===== src/gbnrt_pkg.sv =====
// Shared types and constants for the go-back-N transport block.
// No dependencies.
package gbnrt_pkg;

    localparam int QUEUE_DEPTH  = 16;
    localparam int IDX_W        = $clog2(QUEUE_DEPTH);
    localparam int CNT_W        = $clog2(QUEUE_DEPTH + 1);
    localparam int MAX_RESULTS  = 16;
    localparam int RES_W        = $clog2(MAX_RESULTS + 1);
    localparam int BYTES_W      = 17;

    localparam logic [10:0] MAX_PAYLOAD   = 11'd1500;
    localparam logic [15:0] HEADER_BYTES  = 16'd6;
    localparam logic [15:0] RESEND_RESET  = 16'd100;
    localparam logic [15:0] BUDGET_RESET  = 16'(64 * 1024 / 60);

    localparam logic [2:0] OP_ENQUEUE = 3'd0;
    localparam logic [2:0] OP_TICK    = 3'd1;
    localparam logic [2:0] OP_ACK     = 3'd2;
    localparam logic [2:0] OP_NACK    = 3'd3;
    localparam logic [2:0] OP_UPDATE  = 3'd4;

    localparam logic [2:0] KIND_SEND    = 3'd0;
    localparam logic [2:0] KIND_ACK     = 3'd1;
    localparam logic [2:0] KIND_NACK    = 3'd2;
    localparam logic [2:0] KIND_DELIVER = 3'd3;
    localparam logic [2:0] KIND_FULL    = 3'd4;

    localparam logic REG_RESEND_INTERVAL = 1'b0;
    localparam logic REG_BYTE_BUDGET     = 1'b1;

    typedef struct packed {
        logic [31:0] id;
        logic [15:0] handle;
        logic [10:0] size;
        logic [31:0] next_send;
    } entry_t;

    typedef struct packed {
        logic        shift;
        logic        enq;
        logic        nack;
        logic [31:0] nack_id;
        logic [CNT_W-1:0] count;
        entry_t      wr;
    } cell_ctl_t;

    typedef struct packed {
        logic [2:0]  kind;
        logic [31:0] id;
        logic [15:0] handle;
        logic [10:0] size;
        logic        resend;
    } result_t;

endpackage


===== src/go_back_n_reliable_transport.sv =====
// Go-back-N reliable transport, sender queue and receiver side, top level.
// Depends on gbnrt_pkg and gbnrt_cell.
//
// The send queue is a row of QUEUE_DEPTH cells with the head in cell 0. Every item is
// accepted only while the block is idle. A successful enqueue, a nack, a stale ack, an
// unknown operation and a received update that yields nothing finish in their accept
// cycle. A full-queue enqueue and a received update with results then pass through
// ST_EMIT, ST_DLV after an ack, and ST_FIN, each waiting on the output. A tick rotates
// the whole row through cell 0, one entry per cycle when the output can take results, and
// holds the input over all QUEUE_DEPTH cells and ST_FIN. An ack pops one entry per cycle
// until the head is one it keeps. One item is worked at a time; results go out through
// a one-entry holding stage and a one-entry output register.
module go_back_n_reliable_transport
    import gbnrt_pkg::*;
(
    input  logic        clk,
    input  logic        rst_n,
    input  logic        s_axis_tvalid,
    output logic        s_axis_tready,
    // packet_id[31:0], time_ms[63:32], payload_handle[79:64], data_size[90:80], zero
    input  logic [95:0] s_axis_tdata,
    // operation[2:0]
    input  logic [2:0]  s_axis_tuser,
    output logic        m_axis_tvalid,
    input  logic        m_axis_tready,
    // out_id[31:0], out_handle[47:32], out_size[58:48], zero
    output logic [63:0] m_axis_tdata,
    // kind[2:0], is_resend[3]
    output logic [3:0]  m_axis_tuser,
    output logic        m_axis_tlast,
    input  logic        cfg_we,
    input  logic        cfg_index,
    input  logic [15:0] cfg_data
);

    localparam logic [2:0] ST_IDLE = 3'd0;
    localparam logic [2:0] ST_SCAN = 3'd1;
    localparam logic [2:0] ST_POP  = 3'd2;
    localparam logic [2:0] ST_EMIT = 3'd3;
    localparam logic [2:0] ST_DLV  = 3'd4;
    localparam logic [2:0] ST_FIN  = 3'd5;

    logic [2:0]       state_reg, state_next;
    logic [15:0]      interval_reg, budget_reg;
    logic [CNT_W-1:0] count_reg, count_next;
    logic [31:0]      send_id_reg, send_id_next;
    logic [31:0]      acked_reg, acked_next;
    logic [31:0]      exp_reg, exp_next;
    logic [31:0]      pid_reg, now_reg, due_reg;
    logic [15:0]      handle_reg;
    result_t          emit_reg, emit_next;
    logic [IDX_W-1:0] pos_reg, pos_next;
    logic             act_reg, act_next;
    logic             burst_reg, burst_next;
    logic [RES_W-1:0] sent_reg, sent_next;
    logic [BYTES_W-1:0] bytes_reg, bytes_next;
    logic             pend_valid_reg, pend_valid_next;
    result_t          pend_reg, pend_next;
    logic             out_valid_reg, out_valid_next;
    result_t          out_reg, out_next;
    logic             out_last_reg, out_last_next;

    logic       accept, out_free, go, push, fin;
    result_t    push_res;
    cell_ctl_t  ctl;
    entry_t     cells [QUEUE_DEPTH];
    entry_t     fb;
    entry_t     head;
    logic [32:0] due_sum;
    logic [31:0] eff_ns;
    logic [10:0] enq_size;

    assign head     = cells[0];
    assign out_free = !out_valid_reg || m_axis_tready;
    assign go       = !pend_valid_reg || out_free;
    assign s_axis_tready = (state_reg == ST_IDLE);
    assign accept   = s_axis_tvalid && s_axis_tready;
    assign due_sum  = {1'b0, s_axis_tdata[63:32]} + {17'd0, interval_reg};
    assign enq_size = (s_axis_tdata[90:80] > MAX_PAYLOAD) ? MAX_PAYLOAD : s_axis_tdata[90:80];
    assign eff_ns   = burst_reg ? 32'd0 : head.next_send;

    genvar k;
    generate
        for (k = 0; k < QUEUE_DEPTH; k++)
        begin : g_cell
            entry_t nbr;
            if (k == QUEUE_DEPTH - 1)
            begin : g_tail
                assign nbr = fb;
            end
            else
            begin : g_mid
                assign nbr = cells[k+1];
            end
            gbnrt_cell u_cell (
                .clk   (clk),
                .idx   (IDX_W'(k)),
                .ctl   (ctl),
                .nbr   (nbr),
                .entry (cells[k])
            );
        end
    endgenerate

    always_comb
    begin
        state_next  = state_reg;
        count_next  = count_reg;
        send_id_next = send_id_reg;
        acked_next  = acked_reg;
        exp_next    = exp_reg;
        emit_next   = emit_reg;
        pos_next    = pos_reg;
        act_next    = act_reg;
        burst_next  = burst_reg;
        sent_next   = sent_reg;
        bytes_next  = bytes_reg;
        push        = 1'b0;
        fin         = 1'b0;
        push_res    = '0;
        fb          = head;
        ctl         = '0;
        ctl.count   = count_reg;
        ctl.nack_id = s_axis_tdata[31:0];
        ctl.wr.id        = send_id_reg;
        ctl.wr.handle    = s_axis_tdata[79:64];
        ctl.wr.size      = enq_size;
        ctl.wr.next_send = '0;

        case (state_reg)
            ST_IDLE:
            begin
                if (accept)
                begin
                    case (s_axis_tuser)
                        OP_ENQUEUE:
                        begin
                            if (count_reg >= CNT_W'(QUEUE_DEPTH))
                            begin
                                emit_next = '{KIND_FULL, send_id_reg, 16'd0, 11'd0, 1'b0};
                                state_next = ST_EMIT;
                            end
                            else
                            begin
                                ctl.enq = 1'b1;
                                send_id_next = send_id_reg + 32'd1;
                                count_next = count_reg + CNT_W'(1);
                            end
                        end
                        OP_TICK:
                        begin
                            pos_next   = '0;
                            act_next   = 1'b1;
                            burst_next = 1'b0;
                            sent_next  = '0;
                            bytes_next = '0;
                            state_next = ST_SCAN;
                        end
                        OP_ACK:
                        begin
                            if (s_axis_tdata[31:0] >= acked_reg)
                            begin
                                acked_next = s_axis_tdata[31:0] + 32'd1;
                                state_next = ST_POP;
                            end
                        end
                        OP_NACK:
                        begin
                            ctl.nack = (s_axis_tdata[31:0] < send_id_reg);
                        end
                        OP_UPDATE:
                        begin
                            if (s_axis_tdata[31:0] == exp_reg)
                            begin
                                emit_next = '{KIND_ACK, exp_reg, 16'd0, 11'd0, 1'b0};
                                exp_next = exp_reg + 32'd1;
                                state_next = ST_EMIT;
                            end
                            else if (s_axis_tdata[31:0] > exp_reg)
                            begin
                                emit_next = '{KIND_NACK, exp_reg, 16'd0, 11'd0, 1'b0};
                                state_next = ST_EMIT;
                            end
                        end
                        default:
                        begin
                        end
                    endcase
                end
            end
            ST_SCAN:
            begin
                if (go)
                begin
                    ctl.shift = 1'b1;
                    pos_next = pos_reg + IDX_W'(1);
                    if ({1'b0, pos_reg} < count_reg)
                    begin
                        fb.next_send = eff_ns;
                        if (act_reg && (now_reg >= eff_ns))
                        begin
                            burst_next = burst_reg || (eff_ns != 32'd0);
                            fb.next_send = due_reg;
                            push = 1'b1;
                            push_res = '{KIND_SEND, head.id, head.handle, head.size,
                                         burst_next};
                            sent_next = sent_reg + RES_W'(1);
                            bytes_next = bytes_reg + BYTES_W'(HEADER_BYTES)
                                         + BYTES_W'(head.size);
                            if ((bytes_next >= BYTES_W'(budget_reg))
                                || (sent_next == RES_W'(MAX_RESULTS)))
                            begin
                                act_next = 1'b0;
                            end
                        end
                        else if (act_reg && burst_reg)
                        begin
                            act_next = 1'b0;
                        end
                    end
                    if (pos_reg == IDX_W'(QUEUE_DEPTH - 1))
                    begin
                        state_next = ST_FIN;
                    end
                end
            end
            ST_POP:
            begin
                if ((count_reg != '0) && (head.id <= pid_reg))
                begin
                    ctl.shift = 1'b1;
                    count_next = count_reg - CNT_W'(1);
                end
                else
                begin
                    state_next = ST_IDLE;
                end
            end
            ST_EMIT:
            begin
                if (go)
                begin
                    push = 1'b1;
                    push_res = emit_reg;
                    state_next = (emit_reg.kind == KIND_ACK) ? ST_DLV : ST_FIN;
                end
            end
            ST_DLV:
            begin
                if (go)
                begin
                    push = 1'b1;
                    push_res = '{KIND_DELIVER, emit_reg.id, handle_reg, 11'd0, 1'b0};
                    state_next = ST_FIN;
                end
            end
            ST_FIN:
            begin
                if (go)
                begin
                    fin = 1'b1;
                    state_next = ST_IDLE;
                end
            end
            default:
            begin
                state_next = ST_IDLE;
            end
        endcase
    end

    // hold the newest result until the next one shows whether it is the last
    always_comb
    begin
        pend_valid_next = pend_valid_reg;
        pend_next       = pend_reg;
        out_valid_next  = out_valid_reg && !m_axis_tready;
        out_next        = out_reg;
        out_last_next   = out_last_reg;
        if (push)
        begin
            if (pend_valid_reg)
            begin
                out_valid_next = 1'b1;
                out_next       = pend_reg;
                out_last_next  = 1'b0;
            end
            pend_valid_next = 1'b1;
            pend_next       = push_res;
        end
        else if (fin && pend_valid_reg)
        begin
            out_valid_next  = 1'b1;
            out_next        = pend_reg;
            out_last_next   = 1'b1;
            pend_valid_next = 1'b0;
        end
    end

    always_ff @(posedge clk or negedge rst_n)
    begin
        if (!rst_n)
        begin
            state_reg      <= ST_IDLE;
            interval_reg   <= RESEND_RESET;
            budget_reg     <= BUDGET_RESET;
            count_reg      <= '0;
            send_id_reg    <= '0;
            acked_reg      <= '0;
            exp_reg        <= '0;
            pos_reg        <= '0;
            act_reg        <= 1'b0;
            burst_reg      <= 1'b0;
            sent_reg       <= '0;
            bytes_reg      <= '0;
            pend_valid_reg <= 1'b0;
            out_valid_reg  <= 1'b0;
        end
        else
        begin
            state_reg      <= state_next;
            count_reg      <= count_next;
            send_id_reg    <= send_id_next;
            acked_reg      <= acked_next;
            exp_reg        <= exp_next;
            pos_reg        <= pos_next;
            act_reg        <= act_next;
            burst_reg      <= burst_next;
            sent_reg       <= sent_next;
            bytes_reg      <= bytes_next;
            pend_valid_reg <= pend_valid_next;
            out_valid_reg  <= out_valid_next;
            if (cfg_we && (cfg_index == REG_RESEND_INTERVAL))
            begin
                interval_reg <= cfg_data;
            end
            if (cfg_we && (cfg_index == REG_BYTE_BUDGET))
            begin
                budget_reg <= cfg_data;
            end
        end
    end

    always_ff @(posedge clk)
    begin
        emit_reg     <= emit_next;
        pend_reg     <= pend_next;
        out_reg      <= out_next;
        out_last_reg <= out_last_next;
        if (accept)
        begin
            pid_reg    <= s_axis_tdata[31:0];
            now_reg    <= s_axis_tdata[63:32];
            handle_reg <= s_axis_tdata[79:64];
            // saturate the resend time
            due_reg    <= due_sum[32] ? 32'hFFFF_FFFF : due_sum[31:0];
        end
    end

    assign m_axis_tvalid = out_valid_reg;
    assign m_axis_tdata  = {5'd0, out_reg.size, out_reg.handle, out_reg.id};
    assign m_axis_tuser  = {out_reg.resend, out_reg.kind};
    assign m_axis_tlast  = out_last_reg;

endmodule


===== src/gbnrt_cell.sv =====
// One queue slot of the go-back-N transport row.
// Depends on gbnrt_pkg.
module gbnrt_cell
    import gbnrt_pkg::*;
(
    input  logic             clk,
    input  logic [IDX_W-1:0] idx,
    input  cell_ctl_t        ctl,
    input  entry_t           nbr,
    output entry_t           entry
);

    entry_t entry_reg;
    entry_t entry_next;
    logic   occupied;

    assign occupied = {1'b0, idx} < ctl.count;

    always_comb
    begin
        entry_next = entry_reg;
        if (ctl.shift)
        begin
            entry_next = nbr;
        end
        else if (ctl.enq && ({1'b0, idx} == ctl.count))
        begin
            entry_next = ctl.wr;
        end
        else if (ctl.nack && occupied && (entry_reg.id == ctl.nack_id))
        begin
            // make this entry due at once
            entry_next.next_send = '0;
        end
    end

    always_ff @(posedge clk)
    begin
        entry_reg <= entry_next;
    end

    assign entry = entry_reg;

endmodule


===== config.mk =====
export PLATFORM = sky130hd
export DESIGN_NAME = go_back_n_reliable_transport
export DESIGN_NICKNAME = d
export VERILOG_FILES = /design/src/gbnrt_pkg.sv /design/src/go_back_n_reliable_transport.sv /design/src/gbnrt_cell.sv
export SDC_FILE = /design/constraint.sdc
export NUM_CORES = 2
export LEC_CHECK = 0
export BUFFER_PORTS_ARGS = -buffer_cell sky130_fd_sc_hd__buf_4
export CAP_MARGIN = 15
export CORE_MARGIN = 2
export CORE_UTILIZATION = 55
export CTS_CLUSTER_DIAMETER = 50
export DETAILED_ROUTE_END_ITERATION = 16
export GPL_TIMING_DRIVEN = 0
export PLACE_DENSITY_LB_ADDON = 0.2
export SLEW_MARGIN = 20
export SYNTH_ARGS = -nofsm -noshare
export SYNTH_HDL_FRONTEND = slang
export SYNTH_SLANG_ARGS = --single-unit

===== constraint.sdc =====
create_clock -name clk -period 27.6 [get_ports clk]
set_input_delay 4.14 -clock clk [delete_from_list [all_inputs] [get_ports clk]]
set_output_delay 4.14 -clock clk [all_outputs]
set_load 0.01 [all_outputs]

==> qor.yml <==
worst_setup_path:
  path_cells: "buf_4 -> buf_2 -> buf_1 -> inv_1 -> ha_1 -> nand4_1 -> nor2_1 -> nand4_1 -> nor3_2 -> nand4_1 -> nor2_2 -> nand4_1 -> xnor2_1"
  crit_family: "simple AND/OR/NAND/NOR gates"
  crit_path_end_kind: "register"
  slowest_stage: "buf_1"
  worstRegToRegCells: 17
  worstPathMaxFanout: 10
  r2r_end: "m_axis_tdata[54]"
  r2r-start: "burst_reg"
  required_ns: 28.29
  critPathBufInv: 4
  worstPathArrival_ns: 8.99
  r2r_setup_slack_ns: 21.76
  critical_path.startpoint_type: "input pin"
  path_common_cell: "nand4_1"
  criticalPathCategory: "in2reg"
  slowest_delay_ns: 0.89
timing:
  fmax_mhz: 121
  fin_crit_sh_pct: 30.1
  hold_viol: 0
  setup_viol: 0
  worst_pin_slew_ns: 1.29
  rsz0062_at_grt: "false"
  fin_crit_ns: 8.30
  slew_headroom_pct: 13.3
  final_max_slew_viol_count: 0
  fin_skew_ns: 0.0572
  fin_setup_tns_ns: 0
synthesis:
  synth-warning-count: 0
  synth_top_family_by_area: "simple AND/OR/NAND/NOR gates"
  synth-seq-cells: 1896
  synthAdderAreaFrac_pct: 3.36
  synth_area_um2: 85300
  synthXorXnorAreaFrac_pct: 6.59
  synth_compound_area_share_pct: 7.71
  yosysSeqAreaShare_pct: 65.8
  avgSynthCellArea_um2: 12.9
  async_flop_share_pct: 8.76
  synth_mux_area_share_pct: 0.474
  synth_simple_gate_area_share_pct: 13.0
  synth_edf_count: 1730
  ys_types: 84
  postSynthCellCount: 6607
  yosys_most_used_dff: "edfxtp_1"
clocking:
  cts_post_setup_buffers_inserted: 0
  cts_buffer_depth: 3
  h-tree-depth: 4
  clk_pin_slew_ns: 0.06
  cts_buffers: 198
  cts_tree: "done"
  cts-root-buf: "clkbuf_16"
  cts_hold_buffers: 0
  cts.sinks: 1896
  cts_resized: 0
  clock_latency_ns: 0.85
placed_design:
  dp_hpwl_um: 187000
  dpl.cell_count: 8892
  place.port_buffers: 181
  place_congestion: 1.02
layout:
  final_cell_mix: "1730 x edfxtp_1, 1269 x nand2_1, 508 x and2_1"
  largest_reg_flops: 1456
  layout.nets: 7397
  finalNonFillerCells: 9262
  final_common_cell: "edfxtp_1"
  synthToLayoutAreaGrowth_pct: 14.2
  drive_above_1_share_pct: 12.7
drt:
  first_pass_iters: 6
  drt-wirelength-per-cell_um: 26.9
  drc_errors: 0
  wl_um: 249000
  drt.antenna.violating_nets: 0
  drt-initial-drc-count: 6160
  vias: 54100
  routed_via_density: 5.84
grt:
  grt_pass1_vias: 52000
  antenna_found_initial: 11
  grt_pass1_wl_um: 356000
  globalRoute.totalOverflow: 0
  grt_max_degree: 85
  grtUsageTotal_pct: 31.4
floorplanning:
  start_util_pct: 55.4
  coreArea_um2: 154000
  num_rows: 144
  die_w_um: 398
  io_pins: 192
  die_h_um: 398
  die_area_um2: 158000
min_path:
  whs_endpoint: "m_axis_tdata[55]"
  min_path_type: "reg2reg"
  min-delay-start: "pend_reg[8]"
  holdPathStages: 0
pwr:
  ir_drop_mv: 0.106
  p_per_area_nw_per_um2: 137
  leakage_nw: 39.8
  fin_total_pwr_w: 0.0134
outcome:
  status: "finished, final reports clean"
flow_run:
  maxCapViolations: 0
[kinds of logic after synthesis]
| family | count (synthesis) |
|---|---|
| and+or+nand+nor | 2334 |
| AOI/OAI and AO/OA | 918 |
| buffers and inverters | 552 |
| other | 1 |
| DFF | 1896 |
| muxes | 36 |
| adders and majority gates | 228 |
| xor gates and xnor gates | 642 |
[power breakdown]
part / internal [W] / leakage [nW] / switching (W)
logic: 0.00161 / 18.0 / 0.00308
clock network: 0.00153 / 3.18 / 0.00117
registers: 0.00526 / 18.6 / 0.000710
total: 0.00840 / 39.8 / 0.00496
[cell usage after synthesis, types with 99 or more instances]
library cell | number | area share [%]
ha_1 | 226 | 3.3
and2_1 | 508 | 3.7
a22o_1 | 99 | 1.0
inv_1 | 177 | 0.78
edfxtp_1 | 1730 | 61
xnor2_1 | 370 | 3.8
nand4_1 | 128 | 0.94
buf_2 | 163 | 0.96
o21ai_0 | 119 | 0.70
nand2_1 | 1282 | 5.6
xor2_1 | 272 | 2.8
dfrtp_1 | 160 | 4.7
a21o_1 | 481 | 4.2
[worst max path at each step]
stage / start / to / slack (ns) / cells after the start
3_3_place_gp: s_axis_tvalid / g_cell[13].u_cell.entry[29] / 8.94 / 9
6_report: s_axis_tdata[0] / exp_reg[31] / 19.30 / 13
4_1_cts: s_axis_tdata[1] / g_cell[14].u_cell.entry[28] / 19.59 / 10
2_1_floorplan: s_axis_tvalid / g_cell[13].u_cell.entry[0] / 15.48 / 8
3_5_place_dp: s_axis_tdata[1] / g_cell[14].u_cell.entry[24] / 18.71 / 10
5_1_grt: s_axis_tdata[0] / exp_reg[31] / 19.32 / 13
[metrics by stage]
| step | worst slack, ns | instance area [µm²] | hold WS [ns] | util [%] |
|---|---|---|---|---|
| floorplan | 15.48 | 85300 | 0.400 | - |
| global placement | 8.94 | 89200 | 0.402 | 57.9 |
| detailed placement | 18.71 | 90800 | 0.405 | 58.9 |
| CTS | 19.59 | 97400 | 0.418 | 63.2 |
| global route | 19.32 | 97400 | 0.424 | 63.2 |
| finish | 19.30 | 97400 | 0.414 | 63.2 |
[metal layers]
layer	GRT usage, %	vias up	wire length (µm)
li1	-	24300	-
met1	44.9	26800	104000
met2	47.3	2633	110000
met3	6.27	457	24400
met4	12.9	0	11200
met5	0	-	0
[layout make-up]
class,instances,area (µm²)
Antenna cell,2,5.00
Buffer,372,1950
Clock buffer,239,5130
Clock inverter,129,1480
Fill cell,11600,56600
Inverter,180,691
Multi-Input combinational cell,4163,27000
Sequential cell,1896,56100
Tap cell,2044,2560
Timing Repair Buffer,237,2520
Power figures use the tool's default switching activity.
